<file path="src/hpq_pkg.sv">
// hpq_pkg: shared types and codes for the binary heap priority queue
// beat structs for the item and result channels, action and status codes
// no dependencies
`default_nettype none
package hpq_pkg;

  localparam int CAPACITY_DEF   = 1024;
  localparam int VALUE_BITS_DEF = 8;

  localparam int ACTION_W = 2;
  localparam int VALUE_W  = 8;
  localparam int STATUS_W = 2;
  localparam int COUNT_W  = 11;

  localparam logic [ACTION_W-1:0] ACT_INSERT = 2'd0;
  localparam logic [ACTION_W-1:0] ACT_REMOVE = 2'd1;
  localparam logic [ACTION_W-1:0] ACT_CLEAR  = 2'd2;

  localparam logic [STATUS_W-1:0] STAT_DONE  = 2'd0;
  localparam logic [STATUS_W-1:0] STAT_FULL  = 2'd1;
  localparam logic [STATUS_W-1:0] STAT_EMPTY = 2'd2;

  typedef struct packed {
    logic [ACTION_W-1:0] action;
    logic [VALUE_W-1:0]  value;
  } in_beat_t;

  typedef struct packed {
    logic [STATUS_W-1:0] status;
    logic [VALUE_W-1:0]  root_value;
    logic                root_valid;
    logic [COUNT_W-1:0]  entry_count;
  } out_beat_t;

endpackage
`default_nettype wire

</file>
<file path="src/hpq_ctrl.sv">
// hpq_ctrl: heap sequencer, sift up and sift down one level per cycle over the heap ram
// holds fill count, root copy and order register; uses hpq_pkg
`default_nettype none
module hpq_ctrl #(
  parameter int CAPACITY   = hpq_pkg::CAPACITY_DEF,
  parameter int VALUE_BITS = hpq_pkg::VALUE_BITS_DEF,
  localparam int AW = $clog2(CAPACITY),
  localparam int VW = VALUE_BITS
) (
  input  wire logic                 clk,
  input  wire logic                 rst_n,
  input  wire logic                 in_valid,
  output logic                      in_ready,
  input  wire hpq_pkg::in_beat_t    in_data,
  input  wire logic                 cfg_we,
  input  wire logic                 cfg_bit,
  output logic                      res_valid,
  input  wire logic                 res_ready,
  output hpq_pkg::out_beat_t        res_data,
  output logic                      ram_we,
  output logic [AW-1:0]             ram_waddr,
  output logic [VW-1:0]             ram_wdata,
  output logic [AW-1:0]             ram_raddr_a,
  input  wire logic [VW-1:0]        ram_rdata_a,
  output logic [AW-1:0]             ram_raddr_b,
  input  wire logic [VW-1:0]        ram_rdata_b
);

  localparam int CW = $clog2(CAPACITY + 1);
  localparam int KW = AW + 2;
  localparam int XW = (VW > hpq_pkg::VALUE_W) ? VW : hpq_pkg::VALUE_W;
  localparam int YW = (CW > hpq_pkg::COUNT_W) ? CW : hpq_pkg::COUNT_W;

  localparam logic [2:0] ST_IDLE    = 3'd0;
  localparam logic [2:0] ST_UP_CMP  = 3'd1;
  localparam logic [2:0] ST_RM_LAST = 3'd2;
  localparam logic [2:0] ST_DN_CMP  = 3'd3;
  localparam logic [2:0] ST_WR_FIN  = 3'd4;
  localparam logic [2:0] ST_DONE    = 3'd5;

  logic [2:0]                     state_r, state_nxt;
  logic [CW-1:0]                  cnt_r, cnt_nxt;
  logic [AW-1:0]                  pos_r, pos_nxt;
  logic [VW-1:0]                  v_r, v_nxt;
  logic [VW-1:0]                  root_r, root_nxt;
  logic [hpq_pkg::STATUS_W-1:0]   status_r, status_nxt;
  logic                           order_r;

  logic [XW-1:0]                  v_in_wide;
  logic [VW-1:0]                  v_in;
  logic [XW-1:0]                  root_wide;
  logic [YW-1:0]                  cnt_wide;
  logic [CW-1:0]                  cnt_m1;
  logic [KW-1:0]                  n_k;
  logic [KW-1:0]                  kid_l, kid_r, cidx, nl, nr;
  logic                           pick_r;
  logic [VW-1:0]                  cval;
  logic [AW-1:0]                  par, gpar;

  function automatic logic beats(input logic [VW-1:0] a, input logic [VW-1:0] b,
                                 input logic ord);
    beats = ord ? (a > b) : (a < b);
  endfunction

  function automatic logic [KW-1:0] left_of(input logic [AW-1:0] p);
    left_of = {1'b0, p, 1'b1};
  endfunction

  assign v_in_wide = XW'(in_data.value);
  assign v_in      = v_in_wide[VW-1:0];
  assign root_wide = XW'(root_r);
  assign cnt_wide  = YW'(cnt_r);
  assign cnt_m1    = cnt_r - 1'b1;
  assign n_k       = KW'(cnt_r);

  // sift down child pick
  assign kid_l  = left_of(pos_r);
  assign kid_r  = kid_l + KW'(1);
  assign pick_r = (kid_r < n_k) && beats(ram_rdata_b, ram_rdata_a, order_r);
  assign cval   = pick_r ? ram_rdata_b : ram_rdata_a;
  assign cidx   = pick_r ? kid_r : kid_l;
  assign nl     = left_of(cidx[AW-1:0]);
  assign nr     = nl + KW'(1);

  // sift up parents
  assign par  = AW'((pos_r - 1'b1) >> 1);
  assign gpar = AW'((par - 1'b1) >> 1);

  assign in_ready  = (state_r == ST_IDLE);
  assign res_valid = (state_r == ST_DONE);

  always_comb begin
    res_data             = '0;
    res_data.status      = status_r;
    res_data.root_valid  = (cnt_r != '0);
    res_data.root_value  = (cnt_r != '0) ? root_wide[hpq_pkg::VALUE_W-1:0] : '0;
    res_data.entry_count = cnt_wide[hpq_pkg::COUNT_W-1:0];
  end

  always_comb begin
    state_nxt   = state_r;
    cnt_nxt     = cnt_r;
    pos_nxt     = pos_r;
    v_nxt       = v_r;
    status_nxt  = status_r;
    ram_we      = 1'b0;
    ram_waddr   = pos_r;
    ram_wdata   = v_r;
    ram_raddr_a = '0;
    ram_raddr_b = '0;

    unique case (state_r)
      ST_IDLE: begin
        if (in_valid) begin
          status_nxt = hpq_pkg::STAT_DONE;
          state_nxt  = ST_DONE;
          case (in_data.action)
            hpq_pkg::ACT_INSERT: begin
              if (cnt_r == CW'(CAPACITY)) begin
                status_nxt = hpq_pkg::STAT_FULL;
              end else begin
                cnt_nxt     = cnt_r + 1'b1;
                v_nxt       = v_in;
                pos_nxt     = cnt_r[AW-1:0];
                ram_raddr_a = AW'(cnt_m1 >> 1);
                state_nxt   = (cnt_r == '0) ? ST_WR_FIN : ST_UP_CMP;
              end
            end
            hpq_pkg::ACT_REMOVE: begin
              if (cnt_r == '0) begin
                status_nxt = hpq_pkg::STAT_EMPTY;
              end else begin
                cnt_nxt     = cnt_m1;
                pos_nxt     = '0;
                ram_raddr_a = cnt_m1[AW-1:0];
                state_nxt   = ST_RM_LAST;
              end
            end
            hpq_pkg::ACT_CLEAR: begin
              cnt_nxt = '0;
            end
            default: begin
            end
          endcase
        end
      end
      ST_UP_CMP: begin
        ram_we = 1'b1;
        if (beats(ram_rdata_a, v_r, order_r)) begin
          state_nxt = ST_DONE;
        end else begin
          ram_wdata   = ram_rdata_a;
          pos_nxt     = par;
          ram_raddr_a = gpar;
          if (par == '0) begin
            state_nxt = ST_WR_FIN;
          end
        end
      end
      ST_RM_LAST: begin
        v_nxt       = ram_rdata_a;
        ram_raddr_a = AW'(1);
        ram_raddr_b = (cnt_r > CW'(2)) ? AW'(2) : AW'(1);
        if (cnt_r > CW'(1)) begin
          state_nxt = ST_DN_CMP;
        end else begin
          ram_we    = (cnt_r != '0);
          ram_waddr = '0;
          ram_wdata = ram_rdata_a;
          state_nxt = ST_DONE;
        end
      end
      ST_DN_CMP: begin
        ram_we = 1'b1;
        if (beats(cval, v_r, order_r)) begin
          ram_wdata   = cval;
          pos_nxt     = cidx[AW-1:0];
          ram_raddr_a = nl[AW-1:0];
          ram_raddr_b = (nr < n_k) ? nr[AW-1:0] : nl[AW-1:0];
          state_nxt   = (nl < n_k) ? ST_DN_CMP : ST_WR_FIN;
        end else begin
          state_nxt = ST_DONE;
        end
      end
      ST_WR_FIN: begin
        ram_we    = 1'b1;
        state_nxt = ST_DONE;
      end
      ST_DONE: begin
        if (res_ready) begin
          state_nxt = ST_IDLE;
        end
      end
      default: begin
        state_nxt = ST_IDLE;
      end
    endcase
  end

  // root copy follows every write to entry zero
  assign root_nxt = (ram_we && ram_waddr == '0) ? ram_wdata : root_r;

  always_ff @(posedge clk) begin
    if (!rst_n) begin
      state_r  <= ST_IDLE;
      cnt_r    <= '0;
      order_r  <= 1'b0;
      status_r <= hpq_pkg::STAT_DONE;
    end else begin
      state_r  <= state_nxt;
      cnt_r    <= cnt_nxt;
      status_r <= status_nxt;
      if (cfg_we) begin
        order_r <= cfg_bit;
      end
    end
    pos_r  <= pos_nxt;
    v_r    <= v_nxt;
    root_r <= root_nxt;
  end

endmodule
`default_nettype wire

</file>
<file path="config.mk">
export PLATFORM = sky130hd
export DESIGN_NAME = hpq_ctrl
export DESIGN_NICKNAME = d
export VERILOG_FILES = /design/src/hpq_pkg.sv /design/src/hpq_ctrl.sv
export SDC_FILE = /design/constraint.sdc
export NUM_CORES = 1
export LEC_CHECK = 0
export ABC_AREA = 1
export BUFFER_PORTS_ARGS = -buffer_cell sky130_fd_sc_hd__buf_2
export CAP_MARGIN = 20
export CELL_PAD_IN_SITES_DETAIL_PLACEMENT = 1
export CELL_PAD_IN_SITES_GLOBAL_PLACEMENT = 2
export CORE_MARGIN = 8
export CORE_UTILIZATION = 34
export CTS_BUF_LIST = sky130_fd_sc_hd__clkbuf_16
export DETAILED_ROUTE_END_ITERATION = 7
export MAX_ROUTING_LAYER = met4
export PLACE_DENSITY_LB_ADDON = 0.08
export REMOVE_ABC_BUFFERS = 1
export SLEW_MARGIN = 20
export SYNTH_ARGS = -nofsm -noshare
export SYNTH_HDL_FRONTEND = slang
export SYNTH_SLANG_ARGS = --single-unit
export TNS_END_PERCENT = 1
</file>
<file path="constraint.sdc">
create_clock -name clk -period 11.91 [get_ports clk]
set_input_delay 0.5955 -clock clk [delete_from_list [all_inputs] [get_ports clk]]
set_output_delay 0.5955 -clock clk [all_outputs]
set_load 0.005 [all_outputs]
</file>
==> Yosys cells after proc, flatten, opt, wreduce, memory -nomap -nowiden <==
Index checks and enable logic that the tools add are counted.
{ "word_totals": {"inputBits": 32, "out_inout_bits": 63, "regBits": 43} }
{ "op_classes": {"n_reduce_logical": 17, "order_cmp": 11, "n_mux": 54, "n_eq_ne": 20, "add_sub_neg": 6} }
{ "ops": {"columns": ["operator", "count"], "rows": [
  ["2-to-1 mux 10 bit", 14],
  ["2-to-1 mux 8 bit", 8],
  ["case mux 10 bit (2 select lines)", 3],
  ["case mux 10 bit (4 select lines)", 1],
  ["case mux 11 bit (3 select lines)", 1],
  ["2-to-1 mux 3 bit", 10],
  ["case mux 10 bit (3 select lines)", 1],
  ["adder 11 x 1 -> 12 bit, second input constant", 2],
  ["> comparator 8 bit", 3],
  ["< comparator 12 x 11 -> 1 bit", 2],
  ["< comparator 8 bit", 3],
  ["case mux 8 bit (3 select lines)", 1],
  ["2-to-1 mux 11 bit", 2],
  ["zero test 10 bit", 2],
  ["case mux 3 bit (6 select lines)", 1],
  ["case mux 8 bit (2 select lines)", 1],
  ["!= test 2 bit, second input constant", 6],
  ["adder 11 x 1 -> 11 bit, second input constant", 1],
  ["equality test 11 bit, second input constant", 1],
  ["> comparator 11 x 1 -> 1 bit, second input constant", 1],
  ["> comparator 11 x 2 -> 1 bit, second input constant", 1],
  ["zero test 11 bit", 1],
  ["< comparator 11 bit", 1],
  ["nonzero test 11 bit", 1],
  ["28 further kinds", 40]
]} }

==> Depth between registers and ports, before layout <==
{ "logic_depth": {"depth_word": 9, "depth_mapped": 34} }

==> Worst setup path after synthesis <==
OpenSTA, ideal clock, no wires.
{ "synth_path": {"kind": "register to output", "start": "register pos_r[0]", "end": "output ram_raddr_b[6]", "arrival_ns": 4.684, "path_slack_ns": 6.631, "n_path_buf": 2, "required_ns": 11.315, "stages_incl_launch_ff": 35, "path_cell_list": "edfxtp_1 > ha_1 > nand2_1 > nor2_2 > nand3_1 > xor2_1 > inv_1 > ha_1 > nand2_1 > nand2_1 > nand2_1 > nand2_1 > nor2_1 > nand2_2 > nor2_8 > nand3_4 > buf_6 > buf_6 > ha_1 > inv_1 > nand4_1 > nor2_1 > xor2_1 > inv_1 > ha_1 > nand2_1 > nor2_1 > a211oi_1 > o21a_1 > o21ai_0 > a21oi_1 > nand2_4 > inv_2 > nor2_1 > nor2_1"} }
{ "synth_between": {"elab_chain_len": 9, "elab_cells_between_ends": 13, "classes_between": "add/sub (2); order compare (4); mux (6); reduce/logical (1)"} }
{ "synth_rtl": {"columns": ["element", "line", "text"], "rows": [
  ["start: declaration", "hpq_ctrl.sv:43", "logic [AW-1:0] pos_r, pos_nxt;"],
  ["start signal: assignment", "hpq_ctrl.sv:217", "pos_r <= pos_nxt;"],
  ["adder 11 x 1 -> 12 bit", "hpq_ctrl.sv:78", "assign kid_r = kid_l + KW'(1);"],
  ["< comparator 12 x 11 -> 1 bit", "hpq_ctrl.sv:79", "assign pick_r = (kid_r < n_k) && beats(ram_rdata_b, ram_rdata_a, order_r);"],
  ["logical AND 1 bit", "hpq_ctrl.sv:79", null],
  ["2-to-1 mux 10 bit", "hpq_ctrl.sv:81", "assign cidx = pick_r ? kid_r : kid_l;"],
  ["adder 11 x 1 -> 12 bit", "hpq_ctrl.sv:83", "assign nr = nl + KW'(1);"],
  ["< comparator 12 x 11 -> 1 bit", "hpq_ctrl.sv:179", "ram_raddr_b = (nr < n_k) ? nr[AW-1:0] : nl[AW-1:0];"],
  ["2-to-1 mux 10 bit", "hpq_ctrl.sv:179", null],
  ["2-to-1 mux 10 bit *", "hpq_ctrl.sv:175", "if (beats(cval, v_r, order_r)) begin"],
  ["case mux 10 bit (2 select lines) *", "hpq_ctrl.sv:112", "unique case (state_r)"],
  ["end: declaration", "hpq_ctrl.sv:25", "output logic [AW-1:0] ram_raddr_b,"]
]} }
Every way passes the cells marked *; elsewhere a longest branch is shown, timed or not.

==> Worst setup path in the final report <==
{ "layout_path": {"start": "register pos_r[1]", "end": "output ram_raddr_b[1]"} }
The elaborated chain is that of the path after synthesis.

==> results.tsv <==
stage	metric	value	unit
sta	final.setup_skew	11.4	ps
sta	rsz0062_at_grt	false	
sta	hold_viol_final	0	
floorplanning	start_util	34.6	%
layout	fill_cells	2154	
sta	setup_slack	5230	ps
placement	io_buffers	94	
clocking	postCtsSetupBuffers	0	
detailed_routing	drc	0	
layout	regArea	1120	sq um
run	maxCapViolations	0	
worst_setup_path	cp_max_fo	23	
sta	min_period	6680	ps
clocking	cts-htree-levels	2	
hold_path	hp-class	input port to register	
clocking	clock_latency	300	ps
detailed_routing	antenna_left	0	
clocking	cts_root_buffer	clkbuf_16	
worst_setup_path	worstSetupStartpoint	pos_r[1]$_DFFE_PP_	
worst_setup_path	slowest_delay	640	ps
clocking	ctsResizeCount	0	
hold_path	min_from	cfg_we	
detailed_routing	wl_per_cell	19.3	microns
worst_setup_path	end_kind	output pin	
detailed_routing	num_vias	5995	
floorplanning	die_w	143	microns
layout	final_util	39.8	%
worst_setup_path	rr_startpoint	pos_r[1]$_DFFE_PP_	
placement	pre_cts_ws	5530	ps
global_routing	antenna_found_initial	0	
sta	hold-worst-slack	486	ps
clocking	numCtsBuffers	5	
status	status	finished clean	
global_routing	grt_pass1_vias	6270	
power_and_ir_drop	p_leak	3.07	nW
sta	fmax	150	MHz
yosys	avgSynthCellArea	6.57	sq um
clocking	cts_tree	yes	
yosys	yosys.area.top_type	ha_1	
layout	final_cell_mix	nand2_1, inv_1, nor2_1	
global_routing	grt_max_degree	24	
worst_setup_path	cpMostUsedCell	nand2_1	
power_and_ir_drop	ir_drop	0.0914	mV
floorplanning	rows	46	
layout	multi_input_area	3780	sq um
layout	diodes	0	
yosys	synth_enable_flop_cells	26	
floorplanning	io_pins	95	
yosys	ys_seq_elements	43	
layout	drive_above_1_share	14.1	%
sta	worstMarginPinSlew	977	ps
layout	mostFrequentLayoutCell	nand2_1	
clocking	hold_buffers	0	
yosys	ys_seq_area_share	20.5	%
clocking	path_clk_slew	60	ps
yosys	synthTopCellsByArea	ha_1, edfxtp_1, nand2_1, inv_1, nor2_1	
floorplanning	coreArea	15800	sq um
detailed_routing	drt_iter0_markers	222	
global_routing	track_usage	22.4	%
floorplanning	die_y	143	microns
yosys	yosysWarnings	0	
placement	routabilityCongestion	0.907	
worst_setup_path	crit_arrival	6080	ps
sta	period_share	56.1	%
yosys	synth_top_area_share	14.7	%
sta	setup_violations	0	
layout	syn_to_final_growth	14.8	%
worst_setup_path	critical_path_class	register to output pin	
yosys	synth_cell_types	51	
worst_setup_path	startpoint_type	register	
yosys	synth_ff_type	edfxtp_1	
clocking	cts_sinks	43	
power_and_ir_drop	pwr_density_cell	292	nW/um^2
sta	fin_setup_tns	0	ps
detailed_routing	viasPerCell	5.29	
yosys	synth_cells	831	
clocking	cts_max_path_buffers	2	
sta	maxSlewHeadroom	34.0	%
global_routing	overflow	0	
worst_setup_path	slowest_stage	clkinv_1	
worst_setup_path	critPathRequiredTime	11310	ps
global_routing	grt_pass1_wl	34700	microns
yosys	syn_area	5460	sq um
placement	place.detailed.hpwl	18300	microns
layout	nets	1013	
floorplanning	die_area	20400	sq um
detailed_routing	routed_wl	21800	microns
yosys	async_flop_share	0	%
detailed_routing	first_pass_iters	5	
sta	slew_violations	0	
==> routing by layer <==
layer / global-route usage (%) / share of wire (%)
met5: - / 0
met2: 38.5 / 49
met4: 4.53 / 1.2
met3: 2.60 / 3.1
met1: 27.8 / 46
==> logic make-up (layout without fill, tap and decap cells) <==
group | after synthesis | count (layout) | share of synthesized area (%)
AO/OA/AOI/OAI | 164 | 164 | 18.2
flip-flops | 43 | 43 | 20.5
buffers and inverters | 145 | 232 | 10.6
XOR/XNOR | 31 | 31 | 4.97
AND/OR/NAND/NOR | 384 | 384 | 31.0
adder cells (fa/ha/maj) | 64 | 64 | 14.7
==> worst max-delay path, delay by kind of cell (launching register included) <==
| family | cells | cell delay (ps) |
|---|---|---|
| AO/OA/AOI/OAI | 6 | 700 |
| buffers and inverters | 4 | 1400 |
| AND/OR/NAND/NOR | 16 | 2240 |
| flip-flops | 1 | 450 |
| adder cells (fa/ha/maj) | 3 | 840 |
| XOR/XNOR | 1 | 140 |
==> through the flow <==
| step | cells | power [mW] | area (sq um) |
|---|---|---|---|
| after detailed placement | 1126 | 1.69 | 6130 |
| after floorplan | 813 | 1.20 | 5360 |
| after CTS | 1134 | 1.84 | 6260 |
| after global placement | 1126 | 1.65 | 6130 |
| final | 1134 | 1.83 | 6270 |
| after global routing | 1134 | 2.03 | 6270 |
==> path summary, 6_finish.rpt <==
| kind | cells past startpoint | slack (ps) | endpoint |
|---|---|---|---|
| setup / recovery | 30 | 5230 | ram_raddr_b[1] |
| hold / removal | 2 | 490 | order_r$_SDFFE_PN0P_ |
| setup reg to reg | 28 | 6090 | pos_r[4]$_DFFE_PP_ |
| hold reg to reg | 2 | 560 | status_r[1]$_SDFFE_PN0P_ |
==> layout make-up <==
cell class	count	area share (%)
Sequential cell	43	17.9
Clock inverter	3	0.179
Multi-Input combinational cell	643	60.2
Tap cell	216	4.31
Clock buffer	5	1.99
Timing Repair Buffer	97	7.86
Inverter	127	7.60
==> synthesized netlist by cell type, types with 3 or more instances <==
library cell,n
a211oi_1,7
nor4_1,3
nor2_4,3
nand2_2,5
xnor2_1,3
nor3_1,9
nand2_1,184
buf_4,3
xor2_1,28
clkbuf_1,10
nor2_2,3
o22ai_1,12
o21ai_0,55
clkinv_1,6
nor2_1,108
a21oi_1,47
inv_2,4
buf_6,3
nand4_1,18
inv_1,117
a22oi_1,5
edfxtp_1,26
o21a_1,3
dfxtp_1,17
o221ai_1,14
nand3_1,37
o211ai_1,6
ha_1,64
==> sequential cells by signal (all words and copies together), names as in the netlist <==
register,flops
v_r,8
order_r,1
status_r,2
root_r,8
state_r,3
pos_r,10
cnt_r,11
==> power breakdown <==
| group | internal, mW | switching, mW | total, mW |
|---|---|---|---|
| clock | 0.0759 | 0.0651 | 0.141 |
| sequential | 0.214 | 0.0568 | 0.271 |
| combinational | 0.466 | 0.956 | 1.42 |
| total | 0.756 | 1.08 | 1.83 |
(Power assumes the default switching activity.)
